`src/hw/rtl/knap_pkg.sv`:
```
// Shared types and constants for the weight-indexed knapsack core.
`default_nettype none

package knap_pkg;

    // Number of capacity entries held in the table.
    localparam int CAP_ENTRIES = 4096;
    localparam int ADDR_W      = $clog2(CAP_ENTRIES);

    localparam int VALUE_W  = 32;
    localparam int WEIGHT_W = 16;
    localparam int CAP_W    = 12;
    localparam int ENTRY_W  = 48;

    localparam logic [ENTRY_W-1:0] ENTRY_MAX = {ENTRY_W{1'b1}};
    localparam logic [ADDR_W-1:0]  ADDR_TOP  = ADDR_W'(CAP_ENTRIES - 1);

    typedef enum logic [2:0] {
        ST_IDLE,
        ST_SWEEP,
        ST_DRAIN,
        ST_READ,
        ST_CAPTURE,
        ST_CLEAR
    } state_t;

    // Control from the sequencer to the table, the update unit and the result logic.
    typedef struct packed {
        logic              accept;
        logic              rd_en;
        logic [ADDR_W-1:0] rd_addr_a;
        logic [ADDR_W-1:0] rd_addr_b;
        logic              wr_en;
        logic              wr_zero;
        logic [ADDR_W-1:0] wr_addr;
        logic              upd_valid;
        logic              load_result;
    } ctrl_t;

endpackage

`default_nettype wire

```
`src/hw/rtl/knap_update.sv`:
```
// Shared update unit: saturating add of the item value and keep-the-larger compare.
`default_nettype none

module knap_update (
    input  wire logic [knap_pkg::ENTRY_W-1:0] old_entry,
    input  wire logic [knap_pkg::ENTRY_W-1:0] src_entry,
    input  wire logic [knap_pkg::VALUE_W-1:0] item_value,
    output logic      [knap_pkg::ENTRY_W-1:0] new_entry,
    output logic                              sat
);

    logic [knap_pkg::ENTRY_W:0]   sum;
    logic [knap_pkg::ENTRY_W-1:0] cand;

    always_comb
    begin
        sum = {1'b0, src_entry} + (knap_pkg::ENTRY_W + 1)'(item_value);
        // A carry out means the sum passed the largest entry value.
        sat = sum[knap_pkg::ENTRY_W];
        cand = sat ? knap_pkg::ENTRY_MAX : sum[knap_pkg::ENTRY_W-1:0];
        new_entry = (cand > old_entry) ? cand : old_entry;
    end

endmodule

`default_nettype wire

```
`config.mk`:
```
export PLATFORM = sky130hd
export DESIGN_NAME = knap_update
export DESIGN_NICKNAME = d
export VERILOG_FILES = /design/src/hw/rtl/knap_pkg.sv /design/src/hw/rtl/knap_update.sv
export SDC_FILE = /design/constraint.sdc
export NUM_CORES = 1
export LEC_CHECK = 0
export BUFFER_PORTS_ARGS = -buffer_cell sky130_fd_sc_hd__buf_2
export CORE_MARGIN = 5
export CORE_UTILIZATION = 47
export DETAILED_ROUTE_END_ITERATION = 16
export PLACE_DENSITY_LB_ADDON = 0.12
export SYNTH_ARGS = -nofsm -noshare
export SYNTH_HDL_FRONTEND = slang
export SYNTH_SLANG_ARGS = --single-unit
export TNS_END_PERCENT = 50
```
`constraint.sdc`:
```
create_clock -name vclk -period 4.7
set_input_delay 0.47 -clock vclk [all_inputs]
set_output_delay 0.47 -clock vclk [all_outputs]
set_load 0.005 [all_outputs]
```
==> Word level (Yosys, flattened, before mapping) <==
Cells that the tools add are included.
{ "word_totals": {"ff_bits": 0, "latch_bits": 0, "ramBits": 0, "mem_bits_ro": 0, "in_bits": 128, "output_inout_bits": 49, "mem_count": 0} }
{ "op_classes": {"add_sub_neg": 1, "multipliers": 0, "div": 0, "magnitude_cmp": 1, "n_eq_ne": 0, "shifts": 0, "mux": 2, "bitwise_logic": 0, "n_reduce_logical": 0} }
{ "op_table": {"columns": ["operator", "n"], "rows": [
  ["two-way mux 48 bit", 2],
  ["adder 48 x 32 -> 49 bit", 1],
  ["greater-than comparator 48 bit", 1]
]} }

==> Logic depth before layout (Yosys ltp) <==
{ "logic_depth": {"word_depth": 4, "mapped_depth": 22, "mapped_depth_nobuf": 19} }

==> Worst setup path after synthesis <==
Ideal clock, no wire load.
{ "synth_timing": {"path_kind": "input to output", "start": "input src_entry[0] (netlist name)", "end": "output new_entry[32] (netlist name)", "arrival_ns": 4.709, "required_ns": 4.230, "setup_slack_ns": -0.479, "path_stages": 22, "path_buffers": 4, "cell_sequence": "ha_1 > fa_1 > a211oi_1 > o21a_1 > a21oi_2 > o21a_1 > o21ai_4 > a21o_1 > buf_4 > buf_6 > nand4_1 > ha_1 > a21o_1 > a21o_1 > a21oi_1 > o22ai_1 > a2111oi_2 > o211ai_1 > and2_4 > buf_4 > buf_2 > mux2_1"} }
{ "synth_via": {"elab_chain_cells": 4} }
{ "synth_lines": {"columns": ["element", "line_no", "text"], "rows": [
  ["start, declared", "knap_update.sv:6", "input wire logic [knap_pkg::ENTRY_W-1:0] src_entry,"],
  ["adder 48 x 32 -> 49 bit *", "knap_update.sv:17", "sum = {1'b0, src_entry} + (knap_pkg::ENTRY_W + 1)'(item_value);"],
  ["two-way mux 48 bit *", "knap_update.sv:20", "cand = sat ? knap_pkg::ENTRY_MAX : sum[knap_pkg::ENTRY_W-1:0];"],
  ["greater-than comparator 48 bit", "knap_update.sv:21", "new_entry = (cand > old_entry) ? cand : old_entry;"],
  ["two-way mux 48 bit *", "knap_update.sv:21", null],
  ["end, declared", "knap_update.sv:8", "output logic [knap_pkg::ENTRY_W-1:0] new_entry,"]
]} }
Mark *: on every way between the ends. The rest lies on a longest branch, timed or not.

==> Worst setup path in the final report <==
{ "layout_timing": {"start": "input item_value[0] (netlist name)", "end": "output new_entry[43] (netlist name)"} }
{ "layout_via": {"elab_chain_cells": 4} }
{ "layout_lines": {"columns": ["element", "line_no", "text"], "rows": [
  ["start, declared", "knap_update.sv:7", "input wire logic [knap_pkg::VALUE_W-1:0] item_value,"],
  ["adder 48 x 32 -> 49 bit *", "knap_update.sv:17", null],
  ["two-way mux 48 bit *", "knap_update.sv:20", null],
  ["greater-than comparator 48 bit", "knap_update.sv:21", null],
  ["two-way mux 48 bit *", "knap_update.sv:21", null]
]} }
Marks and branches as above.

==> metrics.md <==
| Metric | Value |
|---|---|
| Outcome | `finished with violations` |
| Violated checks | `setup timing` |
| GRT overflow | `0` |
| Share of cells above drive strength 1 | `51.8%` |
| Post-Syn Instances | `624` |
| Setup violations, final | `48` |
| Worst-Margin Slew | `450 ps` |
| DRC viols | `0` |
| Number of global-route vias before repair | `6328` |
| Die area | `11300 um^2` |
| CP Data Required Time | `4230 ps` |
| Max VDD drop | `0.123 mV` |
| Vias per inst | `5.77` |
| Number of fill cells in the layout | `575` |
| GRT Resource Usage Total | `30.5%` |
| DRT Wirelength | `19.9 mm` |
| Final count of hold timing violations | `0` |
| Hold-fix buffers, CTS | `0` |
| Layout net count | `1229` |
| Die height | `106 um` |
| Std-Cell Rows | `35` |
| Post-synthesis cell type count | `62` |
| Lkg Pwr | `4.19 nW` |
| Startpoint types | `primary input` |
| Area Growth Syn to Fin | `78.7%` |
| IO Pins | `177` |
| Sequential-to-total area share from yosys stat | `0%` |
| Unrepaired setup endpoints after global routing | `true` |
| Initial DRC Count | `346` |
| Critical path's largest stage delay | `420 ps` |
| Hold_sp | `old_entry[26]` |
| Maximum clock frequency | `181 MHz` |
| Fin worst setup slack | `-838 ps` |
| Post-DRT Antenna Nets | `0` |
| Final Max Slew Viols | `0` |
| CORE AREA | `9150 um^2` |
| Routed length per placed instance | `17.6 um` |
| First-pass GRT wire length | `29.0 mm` |
| DR pass1 iterations | `5` |
| Final Critical Period | `5540 ps` |
| Hold Slack | `1250 ps` |
| Pin count of the biggest net entering global routing | `22` |
| Clock buf count | `0` |
| CP Capture Type | `output pin` |
| Most frequent CP cell | `buf_6` |
| Setup TNS | `-36790 ps` |
| Initial antenna violation count | `0` |
| Setup CP Type | `primary input to output pin` |
| PwrDens | `172 nW/um^2` |
| CP max FO | `9` |
| Ant diodes | `0` |
| Number of max-cap violations | `0` |
| Area occupied by multi-input gates | `4480 um^2` |
| Most frequent cells in the layout | `buf_4 (216), buf_2 (153), nand2_1 (70), ha_1 (70), inv_1 (63)` |
| CP startpoint | `item_value[0]` |
| Die span in x | `106 um` |
| Via count | `6514` |
| HPWL Detailed | `15.1 mm` |
| Storage element area | `0 um^2` |
| Min-Delay Path Class | `primary input to output pin` |
| Routability cong. | `0.948` |
| Post-Synthesis Cell Area | `4360 um^2` |
| Crit path DAT | `5070 ps` |
| Slowest-stage cell, CP | `fa_2` |
| Port Buffers | `177` |
| CP cell instances | `buf_6 > ha_4 > fa_2 > a211oi_2 > o21a_1 > a21oi_4 > o21a_4 > o21ai_4 > a21o_1 > buf_6 > buf_6 > nand2_1 > ha_1 > o211ai_1 > a21oi_2 > nor3_1 > o311a_1 > o211ai_1 > and2_4 > clkbuf_16 > mux2_2 > buf_2` |
| Initial Utilization | `47.6%` |
| Seq_cells | `0` |
| Most common cell after layout, fill and taps aside | `buf_4` |
| Max transition margin | `69.7%` |
| Mean Syn Cell Area | `6.98 um^2` |
| Yosys warns | `0` |
| Mapped Nets | `833` |
| Fin crit share | `118%` |
[worst max-delay path, delay by kind of cell]
| kind | cells | cell delay [ps] |
|---|---|---|
| AO/OA/AOI/OAI | 10 | 2080 |
| buffers and inverters | 5 | 730 |
| adder cells (fa/ha/maj) | 3 | 940 |
| AND/OR/NAND/NOR | 3 | 500 |
| multiplexers | 1 | 340 |
[power by group]
part / switching, W / internal, W
sequential: 0 / 0
combinational: 0.000609 / 0.000732
clock: 0 / 0
[worst paths after layout]
check                      endpoint  slack (ps)  depth (start not counted)
worst max-delay path  new_entry[43]        -840                         22
worst min-delay path  new_entry[26]        1250                          3
[metrics by stage]
| stage | total power (W) | instances | setup WS, ps | cell area (um^2) | util (%) |
|---|---|---|---|---|---|
| after global placement | 0.00108 | 1107 | -778 | 6940 | 75.9 |
| final | 0.00134 | 1129 | -838 | 7790 | 85.1 |
| after floorplan | 0.000566 | 624 | -286 | 4410 | - |
| after global routing | 0.00144 | 1129 | -940 | 7790 | 85.1 |
| after detailed placement | 0.00111 | 1107 | -866 | 6940 | 75.9 |
| after CTS | 0.00118 | 1120 | -568 | 7310 | 79.9 |
[synth_stat cells, types with 3 or more instances]
master / n / area [um^2]
a31oi_1: 3 / 18.8
clkbuf_1: 3 / 11.3
and4_1: 5 / 43.8
o21bai_1: 6 / 45.0
a21oi_1: 57 / 285
mux2_2: 44 / 495
xor2_1: 8 / 70.1
nand2b_1: 5 / 31.3
nand3_1: 18 / 90.1
o21ai_0: 38 / 190
buf_4: 4 / 30.0
nor2b_1: 8 / 50.1
ha_1: 80 / 1000
and3_1: 4 / 25.0
inv_1: 63 / 236
mux2i_1: 10 / 100
a21o_1: 23 / 173
nor3_1: 14 / 70.1
buf_2: 4 / 20.0
or2_2: 5 / 31.3
o211ai_1: 10 / 75.1
nor2_1: 36 / 135
a211o_1: 4 / 35.0
o21a_1: 10 / 75.1
xnor2_1: 17 / 149
nand4_1: 18 / 113
a211oi_1: 9 / 67.6
mux2_1: 3 / 33.8
nor4_1: 3 / 18.8
nand2_1: 73 / 274
[layer usage]
layer	vias up	GRT usage (%)	part of all wire, %
met5	-	0	0
met1	3061	36.8	39
li1	3081	-	-
met3	54	2.43	7.4
met4	0	6.11	2.7
met2	318	58.4	51
[area by class of cell]
class,count,share of cell area [%]
Tap cell,111,1.78
Multi-Input combinational cell,547,57.5
Inverter,63,3.04
Timing Repair Buffer,408,37.7
[what timing repair did]
action                                  in CTS  in global routing
resized for setup                           56                 70
cloned                                       2                  4
pin swaps                                   15                 28
endpoints found under the setup margin      48                 48
buffers inserted                            11                  5
[logic make-up after synthesis]
kind of cell    synth area share (%)
compound gates                  26.6
fa+ha+maj                       23.4
buf+inv                         7.46
mux                             14.4
xor+xnor                        5.02
simple gates                    23.1
No activity file was read; power rests on OpenSTA's default activity.
