<file path="src/hw/rtl/knap_pkg.sv">
// Shared types and constants for the weight-indexed knapsack core.
`default_nettype none

package knap_pkg;

    // Number of capacity entries held in the table.
    localparam int CAP_ENTRIES = 4096;
    localparam int ADDR_W      = $clog2(CAP_ENTRIES);

    localparam int VALUE_W  = 32;
    localparam int WEIGHT_W = 16;
    localparam int CAP_W    = 12;
    localparam int ENTRY_W  = 48;

    localparam logic [ENTRY_W-1:0] ENTRY_MAX = {ENTRY_W{1'b1}};
    localparam logic [ADDR_W-1:0]  ADDR_TOP  = ADDR_W'(CAP_ENTRIES - 1);

    typedef enum logic [2:0] {
        ST_IDLE,
        ST_SWEEP,
        ST_DRAIN,
        ST_READ,
        ST_CAPTURE,
        ST_CLEAR
    } state_t;

    // Control from the sequencer to the table, the update unit and the result logic.
    typedef struct packed {
        logic              accept;
        logic              rd_en;
        logic [ADDR_W-1:0] rd_addr_a;
        logic [ADDR_W-1:0] rd_addr_b;
        logic              wr_en;
        logic              wr_zero;
        logic [ADDR_W-1:0] wr_addr;
        logic              upd_valid;
        logic              load_result;
    } ctrl_t;

endpackage

`default_nettype wire

</file>
<file path="src/hw/rtl/knap_ctrl.sv">
// Sequencer: walks the table for each item, reads the result and clears the table.
`default_nettype none

module knap_ctrl (
    input  wire logic                           clk,
    input  wire logic                           rst_n,
    input  wire logic                           item_valid,
    input  wire logic [knap_pkg::WEIGHT_W-1:0]  item_weight,
    input  wire logic                           last_item,
    input  wire logic [knap_pkg::CAP_W-1:0]     capacity,
    input  wire logic                           slot_free,
    output logic                                item_stall,
    output knap_pkg::ctrl_t                     ctl
);

    knap_pkg::state_t              state_reg, state_next;
    logic [knap_pkg::ADDR_W-1:0]   addr_reg, addr_next;
    logic [knap_pkg::ADDR_W-1:0]   weight_reg, weight_next;
    logic                          last_reg, last_next;
    logic                          s1_valid_reg, s1_valid_next;
    logic [knap_pkg::ADDR_W-1:0]   s1_addr_reg, s1_addr_next;
    logic                          accept;
    logic                          fits;
    logic [knap_pkg::ADDR_W-1:0]   cap_idx;

    assign accept = (state_reg == knap_pkg::ST_IDLE) && item_valid;
    assign fits   = {16'd0, item_weight} < 32'(knap_pkg::CAP_ENTRIES);

    // Capacities past the table read the top entry.
    assign cap_idx = ({20'd0, capacity} >= 32'(knap_pkg::CAP_ENTRIES)) ?
                     knap_pkg::ADDR_TOP : knap_pkg::ADDR_W'(capacity);

    always_ff @(posedge clk or negedge rst_n)
    begin
        if (!rst_n)
        begin
            state_reg    <= knap_pkg::ST_CLEAR;
            addr_reg     <= knap_pkg::ADDR_TOP;
            s1_valid_reg <= 1'b0;
            last_reg     <= 1'b0;
        end
        else
        begin
            state_reg    <= state_next;
            addr_reg     <= addr_next;
            s1_valid_reg <= s1_valid_next;
            last_reg     <= last_next;
        end
    end

    always_ff @(posedge clk)
    begin
        weight_reg  <= weight_next;
        s1_addr_reg <= s1_addr_next;
    end

    // Next state and counters.
    always_comb
    begin
        state_next    = state_reg;
        addr_next     = addr_reg;
        weight_next   = weight_reg;
        last_next     = last_reg;
        s1_valid_next = (state_reg == knap_pkg::ST_SWEEP);
        s1_addr_next  = addr_reg;
        unique case (state_reg)
            knap_pkg::ST_IDLE:
            begin
                if (accept)
                begin
                    last_next   = last_item;
                    weight_next = knap_pkg::ADDR_W'(item_weight);
                    addr_next   = knap_pkg::ADDR_TOP;
                    if (fits)
                    begin
                        state_next = knap_pkg::ST_SWEEP;
                    end
                    else if (last_item)
                    begin
                        state_next = knap_pkg::ST_READ;
                    end
                end
            end
            knap_pkg::ST_SWEEP:
            begin
                if (addr_reg == weight_reg)
                begin
                    state_next = knap_pkg::ST_DRAIN;
                end
                else
                begin
                    addr_next = addr_reg - 1'b1;
                end
            end
            knap_pkg::ST_DRAIN:
            begin
                state_next = last_reg ? knap_pkg::ST_READ : knap_pkg::ST_IDLE;
            end
            knap_pkg::ST_READ:
            begin
                state_next = knap_pkg::ST_CAPTURE;
            end
            knap_pkg::ST_CAPTURE:
            begin
                if (slot_free)
                begin
                    state_next = knap_pkg::ST_CLEAR;
                    addr_next  = knap_pkg::ADDR_TOP;
                end
            end
            knap_pkg::ST_CLEAR:
            begin
                if (addr_reg == '0)
                begin
                    state_next = knap_pkg::ST_IDLE;
                end
                else
                begin
                    addr_next = addr_reg - 1'b1;
                end
            end
            default:
            begin
                state_next = knap_pkg::ST_IDLE;
            end
        endcase
    end

    // Outputs.
    always_comb
    begin
        item_stall      = (state_reg != knap_pkg::ST_IDLE);
        ctl.accept      = accept;
        ctl.rd_en       = (state_reg == knap_pkg::ST_SWEEP) || (state_reg == knap_pkg::ST_READ);
        ctl.rd_addr_a   = (state_reg == knap_pkg::ST_SWEEP) ? addr_reg : cap_idx;
        ctl.rd_addr_b   = addr_reg - weight_reg;
        ctl.wr_zero     = (state_reg == knap_pkg::ST_CLEAR);
        ctl.wr_en       = s1_valid_reg || (state_reg == knap_pkg::ST_CLEAR);
        ctl.wr_addr     = (state_reg == knap_pkg::ST_CLEAR) ? addr_reg : s1_addr_reg;
        ctl.upd_valid   = s1_valid_reg;
        ctl.load_result = (state_reg == knap_pkg::ST_CAPTURE) && slot_free;
    end

endmodule

`default_nettype wire

</file>
<file path="config.mk">
export PLATFORM = sky130hd
export DESIGN_NAME = knap_ctrl
export DESIGN_NICKNAME = d
export VERILOG_FILES = /design/src/hw/rtl/knap_pkg.sv /design/src/hw/rtl/knap_ctrl.sv
export SDC_FILE = /design/constraint.sdc
export NUM_CORES = 1
export LEC_CHECK = 0
export BUFFER_PORTS_ARGS = -buffer_cell sky130_fd_sc_hd__buf_4
export CAP_MARGIN = 20
export CORE_MARGIN = 3
export CORE_UTILIZATION = 56
export CTS_BUF_LIST = sky130_fd_sc_hd__clkbuf_16
export DETAILED_ROUTE_END_ITERATION = 12
export PLACE_DENSITY = 0.86
export SYNTH_ARGS = -nofsm -noshare
export SYNTH_HDL_FRONTEND = slang
export SYNTH_SLANG_ARGS = --single-unit
</file>
<file path="constraint.sdc">
create_clock -name clk -period 7.55 [get_ports clk]
set_clock_uncertainty 0.1 [all_clocks]
set_input_delay 1.1325 -clock clk [delete_from_list [all_inputs] [get_ports clk]]
set_output_delay 1.1325 -clock clk [all_outputs]
set_load 0.03 [all_outputs]
</file>
=== After elaboration in Yosys (flattened, before gate mapping) ===
Cells that the tools add are included.

* Output and inout bits: 43
* Word-level logic and storage cells: 48
* Flip-flop bits (word level): 41

* Reductions and logical operators: 11
* Multiplexer cells: 15
* Equality and inequality tests: 13
* Add/sub/neg operators: 2
* $lt $le $gt $ge: 1

{| class="wikitable"
|+ Operator list
! cell !! count
|-
| $mux W12 || 6
|-
| $pmux W12 S4 || 1
|-
| $mux W3 || 6
|-
| $pmux W3 S6 || 1
|-
| $lt A16 B13 Y1 const B || 1
|-
| $eq A12 B12 Y1 || 1
|-
| $logic_not A12 Y1 || 1
|-
| $sub A12 B1 Y12 const B || 1
|-
| $sub A12 B12 Y12 || 1
|-
| $reduce_and A5 Y1 || 2
|-
| $ne A2 B2 Y1 const B || 4
|-
| $eq A3 B2 Y1 const B || 2
|-
| $eq A3 B3 Y1 const B || 2
|-
| $ne A2 B1 Y1 const B || 2
|-
| $reduce_bool A4 Y1 || 1
|-
| $eq A3 B1 Y1 const B || 1
|-
| $logic_not A3 Y1 || 1
|-
| $ne A3 B3 Y1 const B || 1
|-
| $reduce_bool A3 Y1 || 1
|-
| $logic_and A1 B1 Y1 || 2
|-
| $logic_or A1 B1 Y1 || 2
|-
| $mux W2 || 1
|-
| $reduce_and A2 Y1 || 1
|}

=== Longest topological paths before layout ===
Gate-level depths: netlist of run 1.

* Depth in word-level cells: 4
* Gate-level depth with buffers: 9
* Gate-level depth less buffers: 8

=== Least setup slack after synthesis of run 1 ===
OpenSTA, ideal clock, no wires.

* Kind: reg2out
* Start: register addr_reg[0] (netlist bit)
* End: output ctl[26] (netlist bit)
* Data arrival time: 2.846 ns
* Path buffers: 0
* Slack: 3.471 ns
* Stages on the path, launching flop included: 8
* Required time: 6.318 ns
* Path through: dfstp_2 -> inv_1 -> ha_1 -> fa_1 -> nor2b_1 -> o31a_1 -> o2bb2ai_1 -> o311ai_0

{| class="wikitable"
|+ RTL lines
! item !! RTL line !! source
|-
| start: declaration || knap_ctrl.sv:17 || <nowiki>logic [knap_pkg::ADDR_W-1:0] addr_reg, addr_next;</nowiki>
|-
| start signal: assignment || knap_ctrl.sv:38 || <nowiki>addr_reg <= knap_pkg::ADDR_TOP;</nowiki>
|-
| start signal: assignment || knap_ctrl.sv:45 || <nowiki>addr_reg <= addr_next;</nowiki>
|-
| end: declaration || knap_ctrl.sv:13 || <nowiki>output knap_pkg::ctrl_t ctl</nowiki>
|}

==> results_tabular.tex, run 1 <==
\begin{tabular}{lr}
\hline
Metric & Value \\
\hline
\multicolumn{2}{l}{\textbf{Status}} \\
\quad Status & complete, no violations \\
\multicolumn{2}{l}{\textbf{Logic synthesis}} \\
\quad Synth cell count leaders & sky130\_fd\_sc\_hd\_\_mux2\_2, sky130\_fd\_sc\_hd\_\_nand2\_1, sky130\_fd\_sc\_hd\_\_inv\_1 \\
\quad Number of warning messages in the yosys log & 0 \\
\quad Synth unique cells & 56 \\
\quad Cells after Synth & 248 \\
\quad Net count after synthesis & 295 \\
\quad Primary FF master, synth & sky130\_fd\_sc\_hd\_\_dfstp\_2 \\
\quad Area share of the largest cell type after synthesis & 0.145 \\
\quad Synthesized area per cell & roughly 10 µm² \\
\quad Leading cell type by number of instances after synthesis & sky130\_fd\_sc\_hd\_\_mux2\_2 \\
\quad Number of flops mapped to enable cells by yosys & 12 \\
\quad Post-Syn Area & 2540 µm² \\
\quad Share of synthesized registers carrying an async set or reset & 0.415 \\
\quad Sequential fraction of the synthesis area & 0.410 \\
\quad Cell type contributing the most total cell area after synthesis & sky130\_fd\_sc\_hd\_\_dfstp\_2 \\
\quad Largest cells by area after synthesis & sky130\_fd\_sc\_hd\_\_dfstp\_2, sky130\_fd\_sc\_hd\_\_edfxtp\_1, sky130\_fd\_sc\_hd\_\_mux2\_2 \\
\quad Flops \& latches, synth & 41 \\
\multicolumn{2}{l}{\textbf{Layout}} \\
\quad Layout overhead on the synthesized area & 27.7\% \\
\quad Diodes inserted & 0 \\
\quad Final standard cell utilization of the core & 0.774 \\
\quad Proportion of layout cells with a drive suffix above 1 & 0.406 \\
\quad Number of nets in the layout & around 370 \\
\multicolumn{2}{l}{\textbf{Power}} \\
\quad Part of the total power dissipated in the clock network & 0.164 \\
\quad Power dissipated by switching net loads & 0.568 mW \\
\quad LEAKAGE & 1.41 nW \\
\quad Net Sw Frac & 0.451 \\
\quad Sequential group share of total power & 0.270 \\
\quad Pwr dens & 387 nW/µm² \\
\quad Internal Pwr Total & 0.690 mW \\
\quad Peak supply drop & 280 µV \\
\quad Relative contribution of combinational cells to total power & 0.565 \\
\multicolumn{2}{l}{\textbf{Die}} \\
\quad Initial Utilization & 0.606 \\
\quad CORE AREA & 4200 µm² \\
\quad Die Footprint & 5390 µm² \\
\quad Std cell rows & 23 \\
\quad Ports placed on the boundary & 76 \\
\quad Die height & 73.4 µm \\
\quad Width of the chip & 73.4 µm \\
\multicolumn{2}{l}{\textbf{Detailed routing}} \\
\quad Starting DRT DRC Count & 195 \\
\quad Number of remaining DRC errors & 0 \\
\quad DRT antenna net count & 0 \\
\quad Wire per inst & 17.4 µm \\
\quad First-pass iteration count of the detailed router & 5 \\
\quad Routed vias & 2175 \\
\quad Via density per instance & 5.88 \\
\quad Final routed wirelength across all metal layers & 6420 µm \\
\multicolumn{2}{l}{\textbf{Clock network}} \\
\quad Hold-fix buffers at CTS & 0 \\
\quad Number of sinks handled by clock tree synthesis & slightly above 40 \\
\quad Worst skew pair latency & 280 ps \\
\quad Clock transition time at the flip-flop clock pins of the worst setup and hold paths & 60 ps \\
\quad Post-CTS resize count & 0 \\
\quad CTS Root Buffer Type & sky130\_fd\_sc\_hd\_\_clkbuf\_16 \\
\quad Bufs on Longest Clock Path & 2 \\
\quad Buffer count from post-CTS setup fixing & 0 \\
\quad H-Tree Depth & 2 \\
\quad TritonCTS Buffers & 5 \\
\quad TritonCTS clock tree & done \\
\multicolumn{2}{l}{\textbf{Global routing}} \\
\quad GR Util met2 & 0.396 \\
\quad Global routing met1 resource utilization & 0.322 \\
\quad Met3 track utilization from global routing & 0.0520 \\
\quad Total routing resource utilization after global routing & 0.245 \\
\quad Largest net degree at the start of global routing & 18 \\
\quad Antenna violations before repair & 0 \\
\quad Busiest layer in global routing & met2 \\
\quad Congestion Overflow GR & 0 \\
\quad Vias in the first global route & between 2k and 2.5k \\
\quad First-pass GRT wire length & 10200 µm \\
\multicolumn{2}{l}{\textbf{Critical path}} \\
\quad Maximum fanout along the worst path & 5 \\
\quad Cell-by-cell listing of the critical path & inv\_1, ha\_1, fa\_1, nor2b\_1, o31a\_1, o2bb2ai\_1, o311ai\_0, buf\_4 \\
\quad Critical Path Sink Type & output port \\
\quad Slowest cell on the critical path & sky130\_fd\_sc\_hd\_\_dfstp\_2 \\
\quad Slowest stage delay, CP & about 550 ps \\
\quad Crit Path Category & flip-flop to output port \\
\quad Required time reported for the critical path endpoint & $\sim$6300 ps \\
\quad Critical path launch point type & flip-flop \\
\quad Worst endpoint data arrival time & between 2000 and 3000 ps \\
\multicolumn{2}{l}{\textbf{STA}} \\
\quad Count of final hold-check violations & 0 \\
\quad Count of final setup violators & 0 \\
\quad Final slew viol count & 0 \\
\quad Setup repair after global routing missed its margin & false \\
\quad Final total negative setup slack & 0 ps \\
\quad Achievable Freq & 257 MHz \\
\quad Crit share post-route & 0.516 \\
\quad Final hold slack & 326 ps \\
\quad Transition time of the tightest slew-check pin & 1120 ps \\
\quad Post-layout minimum cycle time & 3900 ps \\
\quad Worst slew margin relative to its limit & 0.253 \\
\multicolumn{2}{l}{\textbf{Place}} \\
\quad Buffers added on ports & 75 \\
\quad Gpl congestion & 0.899 \\
\quad DP HPWL & 4750 µm \\
\multicolumn{2}{l}{\textbf{Hold path}} \\
\quad Hold Path Class & flip-flop to flip-flop \\
\multicolumn{2}{l}{\textbf{Run}} \\
\quad Maxcap violations & 0 \\
\hline
\end{tabular}
## path summary, 6_finish.rpt
check | from | end | slack, ps | cells past startpoint
max in group asynchronous | rst_n | addr_reg[1] | 6490 | 1
min in group asynchronous | rst_n | s1_valid_reg | 610 | 1
worst max-delay path | addr_reg[0] | ctl[26] | 3650 | 8
worst min register to register | addr_reg[0] | s1_addr_reg[0] | 330 | 0
worst max register to register | addr_reg[3] | addr_reg[6] | 5100 | 6
worst min-delay path | addr_reg[0] | s1_addr_reg[0] | 330 | 0
## final cells by class
class | count | area, µm²
multi-input cells | 177 | 1370
flip-flops and latches | 41 | 1040
fillers | 294 | 951
repair buffers | 76 | 571
clock buffers | 5 | 125
inverters | 18 | 67.6
well taps | 50 | 62.6
clock inverters | 3 | 16.3
## cells by family (layout without fill, tap and decap cells)
group / Yosys count / count (layout) / synth area share
buffers and inverters: 30 / 102 / 0.0556
multiplexers: 28 / 28 / 0.122
XOR/XNOR: 11 / 11 / 0.0379
AND/OR/NAND/NOR: 80 / 80 / 0.184
adder cells (fa/ha/maj): 14 / 14 / 0.0718
flip-flops: 41 / 41 / 0.410
AO/OA/AOI/OAI: 44 / 44 / 0.119
## layout by cell type, fill, tap and decap left out, drive strengths merged, types with 2 or more instances in the layout
master / instances
dfrtp: 3
nor3: 11
mux2: 24
dfstp: 14
o31ai: 2
ha: 13
o21a: 6
nor4: 5
nor2: 16
clkinv: 2
dfxtp: 12
nor2b: 5
nand4b: 2
inv: 19
and4: 2
xnor2: 10
a311oi: 2
nor3b: 2
nand2b: 6
nand3: 3
o31a: 3
clkbuf: 5
edfxtp: 12
buf: 76
o21ai: 8
mux2i: 4
nand2: 20
a21oi: 10
and3: 2
## metal layers
layer	wire length (µm)	share of wire	vias to the layer above
met3	525	0.082	17
li1	-	-	1034
met1	2740	0.43	1012
met2	2990	0.46	112
met5	0	0	-
met4	172	0.027	0
## stage by stage
stage	setup slack, ps	area [µm²]	power (mW)	std cells
after detailed placement	3970	3110	1.05	362
after CTS	3660	3250	1.26	370
after floorplan	3470	2540	0.827	248
after global placement	4040	3110	1.03	362
after global routing	3490	3250	1.32	370
final	3650	3250	1.26	370
## worst max-delay path: cells and delay by family, from the launching register on
kind / cells / cell delay (ps)
DFF: 1 / 550
buffers and inverters: 2 / 320
AOI/OAI and AO/OA: 3 / 650
and+or+nand+nor: 1 / 170
adders and majority gates: 2 / 690
## power groups by stage
stage	Sequential (mW)	Combinational [mW]	Clock [mW]
2_1_floorplan	0.312	0.515	0
3_3_place_gp	0.339	0.693	0
3_5_place_dp	0.342	0.704	0
4_1_cts	0.339	0.710	0.209
5_1_grt	0.347	0.756	0.218
6_report	0.340	0.711	0.207
No activity file was read; power rests on OpenSTA's default activity.
==> run 2: changes to the inputs <==
- CORE_UTILIZATION: 56 -> 52
- PLACE_DENSITY: 0.86 -> 0.8
- clock period: 7.55 -> 4.1 ns (I/O delays scaled with it)
==> run 2 against run 1 <==
  * Clock power grew 120%
  * Combinational power grew 84%
  * Hold slack lost 250 ps
  * Largest power group unchanged
  * Critical path depth is the same
  * Wire length shrank 4.4%
  * Critical endpoint unchanged
==> results_tabular.tex, run 2 (same netlist as run 1, synthesis figures left out) <==
\begin{tabular}{lr}
\hline
Metric & Value \\
\hline
\multicolumn{2}{l}{\textbf{Status}} \\
\quad Status & complete, no violations \\
\multicolumn{2}{l}{\textbf{Layout}} \\
\quad Commonest non-fill, non-tap cell in the layout & sky130\_fd\_sc\_hd\_\_buf\_4 \\
\quad Post-layout instance area & 3320 µm² (+2.0\%) \\
\quad Most frequent cells in the layout & sky130\_fd\_sc\_hd\_\_buf\_4, sky130\_fd\_sc\_hd\_\_mux2\_2, sky130\_fd\_sc\_hd\_\_nand2\_1 \\
\quad Number of nets in the layout & 367 (+0.27\%) \\
\quad Final standard cell utilization of the core & 0.731 (-0.0424) \\
\quad Diodes inserted & 0 (unchanged) \\
\quad Proportion of layout cells with a drive suffix above 1 & 0.408 (+0.00185) \\
\quad Layout overhead on the synthesized area & 30.3\% \\
\multicolumn{2}{l}{\textbf{Detailed routing}} \\
\quad First-pass iteration count of the detailed router & 4 (-1) \\
\quad Starting DRT DRC Count & 120 (-38\%) \\
\quad Routed vias & 2075 (-4.6\%) \\
\quad Final routed wirelength across all metal layers & 6140 µm (-4.4\%) \\
\quad DRT antenna net count & 0 (unchanged) \\
\quad Number of remaining DRC errors & 0 (unchanged) \\
\quad Wire per inst & 15.9 µm (-8.4\%) \\
\quad Via density per instance & 5.38 (-8.6\%) \\
\multicolumn{2}{l}{\textbf{Critical path}} \\
\quad Critical Path Sink Type & output port \\
\quad Slowest cell on the critical path & sky130\_fd\_sc\_hd\_\_dfstp\_2 \\
\quad Required time reported for the critical path endpoint & 3380 ps (-2940 ps) \\
\quad Crit Path Category & flip-flop to output port \\
\quad RR Startpoint & addr\_reg[3] \\
\quad Family with the most delay on the worst path & adder cells \\
\quad Critical path launch point type & flip-flop \\
\quad Total buffers and inverters traversed by the critical path & 2 (unchanged) \\
\quad Worst endpoint data arrival time & 2730 ps (+60 ps) \\
\quad Register-to-Register Path Depth & 6 (unchanged) \\
\quad Reg-to-Reg End & addr\_reg[6] \\
\quad Maximum fanout along the worst path & 5 (unchanged) \\
\quad Cell-by-cell listing of the critical path & inv\_1, ha\_1, fa\_1, nor2b\_1, o31a\_1, o2bb2ai\_1, o311ai\_0, buf\_4 \\
\quad Slowest stage delay, CP & 560 ps (about the same) \\
\quad Register-to-register setup slack & 1620 ps (-3480 ps) \\
\multicolumn{2}{l}{\textbf{Die}} \\
\quad Width of the chip & 76.0 µm (+3.5\%) \\
\quad Initial Utilization & 0.561 (-0.0445) \\
\quad Die height & 76.0 µm (+3.5\%) \\
\quad Ports placed on the boundary & 76 (unchanged) \\
\quad Std cell rows & 24 (+4.3\%) \\
\quad Die Footprint & 5770 µm² (+7.0\%) \\
\quad CORE AREA & 4530 µm² (+7.9\%) \\
\multicolumn{2}{l}{\textbf{Global routing}} \\
\quad Congestion Overflow GR & 0 (unchanged) \\
\quad Vias in the first global route & 2020 (-2.9\%) \\
\quad Antenna violations before repair & 0 (unchanged) \\
\quad First-pass GRT wire length & 10300 µm (+1.2\%) \\
\quad Total routing resource utilization after global routing & 0.221 (-0.0248) \\
\quad Largest net degree at the start of global routing & 18 (unchanged) \\
\multicolumn{2}{l}{\textbf{Clock network}} \\
\quad Buffer count from post-CTS setup fixing & 0 (unchanged) \\
\quad TritonCTS clock tree & done \\
\quad Clock transition time at the flip-flop clock pins of the worst setup and hold paths & 60 ps (about the same) \\
\quad Worst skew pair latency & 290 ps (about the same) \\
\quad Hold-fix buffers at CTS & 0 (unchanged) \\
\quad TritonCTS Buffers & 5 (unchanged) \\
\quad Post-CTS resize count & 0 (unchanged) \\
\quad Number of sinks handled by clock tree synthesis & 41 (unchanged) \\
\quad CTS Root Buffer Type & sky130\_fd\_sc\_hd\_\_clkbuf\_16 \\
\quad H-Tree Depth & 2 (unchanged) \\
\quad Bufs on Longest Clock Path & 2 (unchanged) \\
\multicolumn{2}{l}{\textbf{Place}} \\
\quad Placed Instance Area & 3140 µm² (+0.85\%) \\
\quad Gpl congestion & 0.824 (-8.3\%) \\
\quad Buffers added on ports & 75 (unchanged) \\
\quad DP HPWL & 4520 µm (-4.8\%) \\
\multicolumn{2}{l}{\textbf{STA}} \\
\quad Transition time of the tightest slew-check pin & 695 ps (-422 ps) \\
\quad Post-layout minimum cycle time & around 3400 ps \\
\quad Final total negative setup slack & 0 ps (unchanged) \\
\quad Final slew viol count & 0 (unchanged) \\
\quad Count of final setup violators & 0 (unchanged) \\
\quad Setup repair after global routing missed its margin & false \\
\quad Worst slew margin relative to its limit & 0.536 (+0.283) \\
\quad Achievable Freq & around 290 MHz \\
\quad Crit share post-route & 0.841 \\
\quad Count of final hold-check violations & 0 (unchanged) \\
\multicolumn{2}{l}{\textbf{Hold path}} \\
\quad Hold Path Class & input pin to async pin \\
\multicolumn{2}{l}{\textbf{Run}} \\
\quad Maxcap violations & 0 (unchanged) \\
\multicolumn{2}{l}{\textbf{Power}} \\
\quad Pwr dens & 723 nW/µm² (+87\%) \\
\quad Power dissipated by switching net loads & 1.04 mW (+84\%) \\
\quad Internal Pwr Total & 1.35 mW (+96\%) \\
\quad Part of the total power dissipated in the clock network & 0.191 (+0.027) \\
\quad Sequential group share of total power & 0.260 (-0.010) \\
\quad Relative contribution of combinational cells to total power & 0.548 (-0.017) \\
\quad Peak supply drop & 448 µV (+60\%) \\
\quad Net Sw Frac & 0.435 (-0.0158) \\
\quad LEAKAGE & 1.43 nW (+1.5\%) \\
\hline
\end{tabular}
## run 2: per-layer routing
layer  GRT usage  vias up  wire (µm)
li1            -     1036          -
met1       0.292      953       2810
met2       0.358       76       2860
met3      0.0509       10        365
met4      0.0707        0        101
met5           0        -          0
## run 2: final cells by class
class                           instances  area, µm²
Inverter                               18       67.6
Clock inverter                          1       5.00
Sequential cell                        41       1040
Tap cell                               65       81.3
Clock buffer                            7        175
Fill cell                             363       1220
Timing Repair Buffer                   77        578
Multi-Input combinational cell        177       1370
## run 2: worst reg2reg max path, delay by kind of cell, from the launching register on
family | cells | cell delay [ps]
DFF | 1 | 670
adders and majority gates | 1 | 330
and+or+nand+nor | 3 | 650
AOI/OAI and AO/OA | 2 | 640
## run 2: per-stage QoR
| step | cells | setup WS (ps) | hold slack, ps | total power [mW] |
|---|---|---|---|---|
| floorplan | 248 | 539 | 219 | 1.52 |
| global placement | 378 | 1090 | 310 | 1.91 |
| detailed placement | 378 | 1050 | 321 | 1.93 |
| CTS | 386 | 667 | 86.7 | 2.40 |
| global route | 386 | 518 | 92.5 | 2.53 |
| finish | 386 | 652 | 79.0 | 2.40 |
## run 2: worst max-delay path by stage
stage                            from      end  slack, ps  cells after the start
final                     addr_reg[0]  ctl[26]        650                      8
after global routing      addr_reg[0]  ctl[26]        520                      8
after CTS                 addr_reg[0]  ctl[26]        670                      8
after detailed placement  addr_reg[0]  ctl[26]       1050                      8
after global placement    addr_reg[0]  ctl[26]       1090                      8
after floorplan           addr_reg[0]  ctl[26]        540                      7
## run 2: power groups by stage
stage | clock [mW] | combinational [mW] | sequential, mW
after floorplan | 0 | 0.949 | 0.574
after global placement | 0 | 1.28 | 0.625
after detailed placement | 0 | 1.30 | 0.628
after CTS | 0.462 | 1.32 | 0.621
after global routing | 0.487 | 1.41 | 0.637
final | 0.458 | 1.31 | 0.625
==> run 3: changes to the inputs <==
- CORE_UTILIZATION: 52 -> 47
- PLACE_DENSITY: 0.8 -> 0.77
- clock period: 4.1 -> 2.9 ns (I/O delays scaled with it)
==> run 3 against run 2 <==
  * The flow now finishes with violations (setup timing)
  * Flip-flop and latch count unchanged
  * Sequential power increased by 37%
  * Worst setup slack got worse by 730 ps
==> results_tabular.tex, run 3 (same netlist as run 1, synthesis figures left out) <==
\begin{tabular}{lr}
\hline
Metric & Value \\
\hline
\multicolumn{2}{l}{\textbf{Layout}} \\
\quad Commonest non-fill, non-tap cell in the layout & sky130\_fd\_sc\_hd\_\_buf\_4 \\
\quad Non-Filler Instances & 410 (+6.2\%) \\
\quad Post-layout instance area & 3520 µm² (+6.1\%) \\
\quad Area occupied by multi-input gates & 1450 µm² (+5.9\%) \\
\quad Diodes inserted & 0 (unchanged) \\
\quad Register cell area after layout & 1040 µm² (unchanged) \\
\quad Final standard cell utilization of the core & 0.680 (-0.0513) \\
\quad Layout overhead on the synthesized area & 38.2\% \\
\quad Proportion of layout cells with a drive suffix above 1 & 0.465 (+0.0566) \\
\quad Most frequent cells in the layout & sky130\_fd\_sc\_hd\_\_buf\_4, sky130\_fd\_sc\_hd\_\_mux2\_2, sky130\_fd\_sc\_hd\_\_nand2\_1 \\
\quad Number of nets in the layout & 386 (+5.2\%) \\
\quad Filler cells & 393 (+8.3\%) \\
\multicolumn{2}{l}{\textbf{Critical path}} \\
\quad Required time reported for the critical path endpoint & 2370 ps (-1010 ps) \\
\quad Critical path launch point type & flip-flop \\
\quad Slowest stage delay, CP & 580 ps (+20 ps) \\
\quad Crit Path Category & flip-flop to output port \\
\quad Maximum fanout along the worst path & 3 (-2) \\
\quad RR Startpoint & addr\_reg[1] \\
\quad Total buffers and inverters traversed by the critical path & 1 (-1) \\
\quad Worst endpoint data arrival time & 2440 ps (-290 ps) \\
\quad Register-to-register setup slack & 450 ps (-1170 ps) \\
\quad Register-to-Register Path Depth & 9 (+3) \\
\quad Reg-to-Reg End & addr\_reg[6] \\
\quad Slowest cell on the critical path & sky130\_fd\_sc\_hd\_\_dfstp\_2 \\
\quad Critical Path Sink Type & output port \\
\quad Cell-by-cell listing of the critical path & ha\_4, nor2b\_4, o31a\_1, o31a\_1, or4b\_1, nand3\_2, buf\_6 \\
\quad Family with the most delay on the worst path & simple AND/OR/NAND/NOR gates \\
\quad Crit-path most repeated cell & sky130\_fd\_sc\_hd\_\_o31a\_1 \\
\multicolumn{2}{l}{\textbf{STA}} \\
\quad Final hold slack & 222 ps (+143 ps) \\
\quad Achievable Freq & 336 MHz \\
\quad Count of final hold-check violations & 0 (unchanged) \\
\quad Worst slew margin relative to its limit & 0.574 (+0.0384) \\
\quad Crit share post-route & 1.03 \\
\quad Transition time of the tightest slew-check pin & 638 ps (-57.4 ps) \\
\quad Setup repair after global routing missed its margin & true \\
\quad Final total negative setup slack & -102 ps (-102 ps) \\
\quad Count of final setup violators & 3 (+3) \\
\quad Final slew viol count & 0 (unchanged) \\
\quad Post-layout minimum cycle time & 2970 ps \\
\quad Final setup margin & -73.8 ps (-725 ps) \\
\multicolumn{2}{l}{\textbf{Global routing}} \\
\quad Total routing resource utilization after global routing & 0.214 (-0.00703) \\
\quad Congestion Overflow GR & 0 (unchanged) \\
\quad Antenna violations before repair & 0 (unchanged) \\
\quad Vias in the first global route & 2193 (+8.6\%) \\
\quad First-pass GRT wire length & 10400 µm (+1.5\%) \\
\quad Largest net degree at the start of global routing & 18 (unchanged) \\
\multicolumn{2}{l}{\textbf{Hold path}} \\
\quad Worst min-delay path startpoint & item\_weight[4] \\
\quad Terminating pin of the worst hold path & weight\_reg[4] \\
\quad Hold Path Class & input pin to flip-flop \\
\quad Hold Path Depth & 1 \\
\multicolumn{2}{l}{\textbf{Die}} \\
\quad Die Footprint & 6330 µm² (+9.8\%) \\
\quad Initial Utilization & 0.492 (-0.0692) \\
\quad CORE AREA & 5170 µm² (+14\%) \\
\quad Width of the chip & 79.6 µm (+4.8\%) \\
\quad Std cell rows & 26 (+8.3\%) \\
\quad Ports placed on the boundary & 76 (unchanged) \\
\quad Die height & 79.6 µm (+4.8\%) \\
\multicolumn{2}{l}{\textbf{Clock network}} \\
\quad CTS Root Buffer Type & sky130\_fd\_sc\_hd\_\_clkbuf\_16 \\
\quad Worst skew pair latency & 290 ps (about the same) \\
\quad Clock transition time at the flip-flop clock pins of the worst setup and hold paths & 60 ps (about the same) \\
\quad H-Tree Depth & 2 (unchanged) \\
\quad TritonCTS Buffers & 5 (unchanged) \\
\quad Bufs on Longest Clock Path & 2 (unchanged) \\
\quad TritonCTS clock tree & done \\
\quad Number of sinks handled by clock tree synthesis & 41 (unchanged) \\
\multicolumn{2}{l}{\textbf{Power}} \\
\quad Peak supply drop & 812 µV (+81\%) \\
\quad LEAKAGE & 1.51 nW (+5.3\%) \\
\quad Total Power & 3.52 mW (+47\%) \\
\quad Pwr dens & 1000 nW/µm² (+38\%) \\
\multicolumn{2}{l}{\textbf{Detailed routing}} \\
\quad DRT antenna net count & 0 (unchanged) \\
\quad Wire per inst & 16.3 µm (+2.2\%) \\
\quad Starting DRT DRC Count & 243 (+100\%) \\
\quad Via density per instance & 5.50 (+2.4\%) \\
\quad Number of remaining DRC errors & 0 (unchanged) \\
\quad First-pass iteration count of the detailed router & 4 (unchanged) \\
\quad Final routed wirelength across all metal layers & 6670 µm (+8.6\%) \\
\quad Routed vias & 2256 (+8.7\%) \\
\multicolumn{2}{l}{\textbf{Status}} \\
\quad Status & complete, but fails checks \\
\quad Violations in the final reports & setup timing \\
\multicolumn{2}{l}{\textbf{Place}} \\
\quad Inst Count DP & 390 (+3.2\%) \\
\quad DP HPWL & 4590 µm (+1.5\%) \\
\quad Placed Instance Area & 3200 µm² (+2.1\%) \\
\quad Pre-CTS setup slack & 119 ps (-935 ps) \\
\quad Gpl congestion & 0.897 (+8.8\%) \\
\quad Buffers added on ports & 75 (unchanged) \\
\multicolumn{2}{l}{\textbf{Run}} \\
\quad Maxcap violations & 0 (unchanged) \\
\hline
\end{tabular}
-- run 3: cell count changes in the layout (fill, tap and decap cells not counted), sizes merged --
cell and change:
buf +18, clkinvlp +1, dlygate4sd3 +1, inv +1
clkbuf -2
-- run 3: metal layers --
metal	vias up	share of wire	track usage
met5	-	0	0
met4	0	0.020	0.0687
met3	15	0.082	0.0519
met2	84	0.50	0.344
met1	1085	0.40	0.282
li1	1072	-	-
-- run 3: timing repair --
item                                   4_1_cts  5_1_grt
hold buffers                                 1        0
pin swaps                                    3        7
resized for setup                            8        6
buffers inserted                             5        6
setup endpoints to repair                    5        5
endpoints found under the hold margin        3        0
-- run 3: worst max path at each step --
stage           startpoint       to  slack (ps)  cells after the start
6_report       addr_reg[1]  ctl[25]         -70                      7
2_1_floorplan  addr_reg[0]  ctl[22]         140                      8
3_3_place_gp   addr_reg[1]  ctl[25]         170                      7
3_5_place_dp   addr_reg[0]  ctl[26]         120                      8
4_1_cts        addr_reg[1]  ctl[25]        -100                      7
5_1_grt        addr_reg[1]  ctl[22]        -120                      9
-- run 3: worst register-to-register path, stage by stage (launching register included) --
cell	delay (ps)
sky130_fd_sc_hd__dfstp_2	580
sky130_fd_sc_hd__buf_6	120
sky130_fd_sc_hd__clkinvlp_4	120
sky130_fd_sc_hd__buf_4	160
sky130_fd_sc_hd__ha_1	170
sky130_fd_sc_hd__nor4bb_1	140
sky130_fd_sc_hd__and3_1	300
sky130_fd_sc_hd__nor2_4	290
sky130_fd_sc_hd__nor2_1	100
sky130_fd_sc_hd__o31ai_1	280
-- run 3: power breakdown --
part	switching, mW	internal, mW	leakage, nW
logic	1.22	0.912	1.04
clock network	0.224	0.313	0.0730
registers	0.107	0.747	0.393
-- run 3: cell type report --
type,instances,share of cell area
Inverter,18,0.0203
Clock inverter,3,0.00391
Tap cell,70,0.0249
Timing Repair Buffer,96,0.208
Multi-Input combinational cell,177,0.411
Clock buffer,5,0.0356
Sequential cell,41,0.297
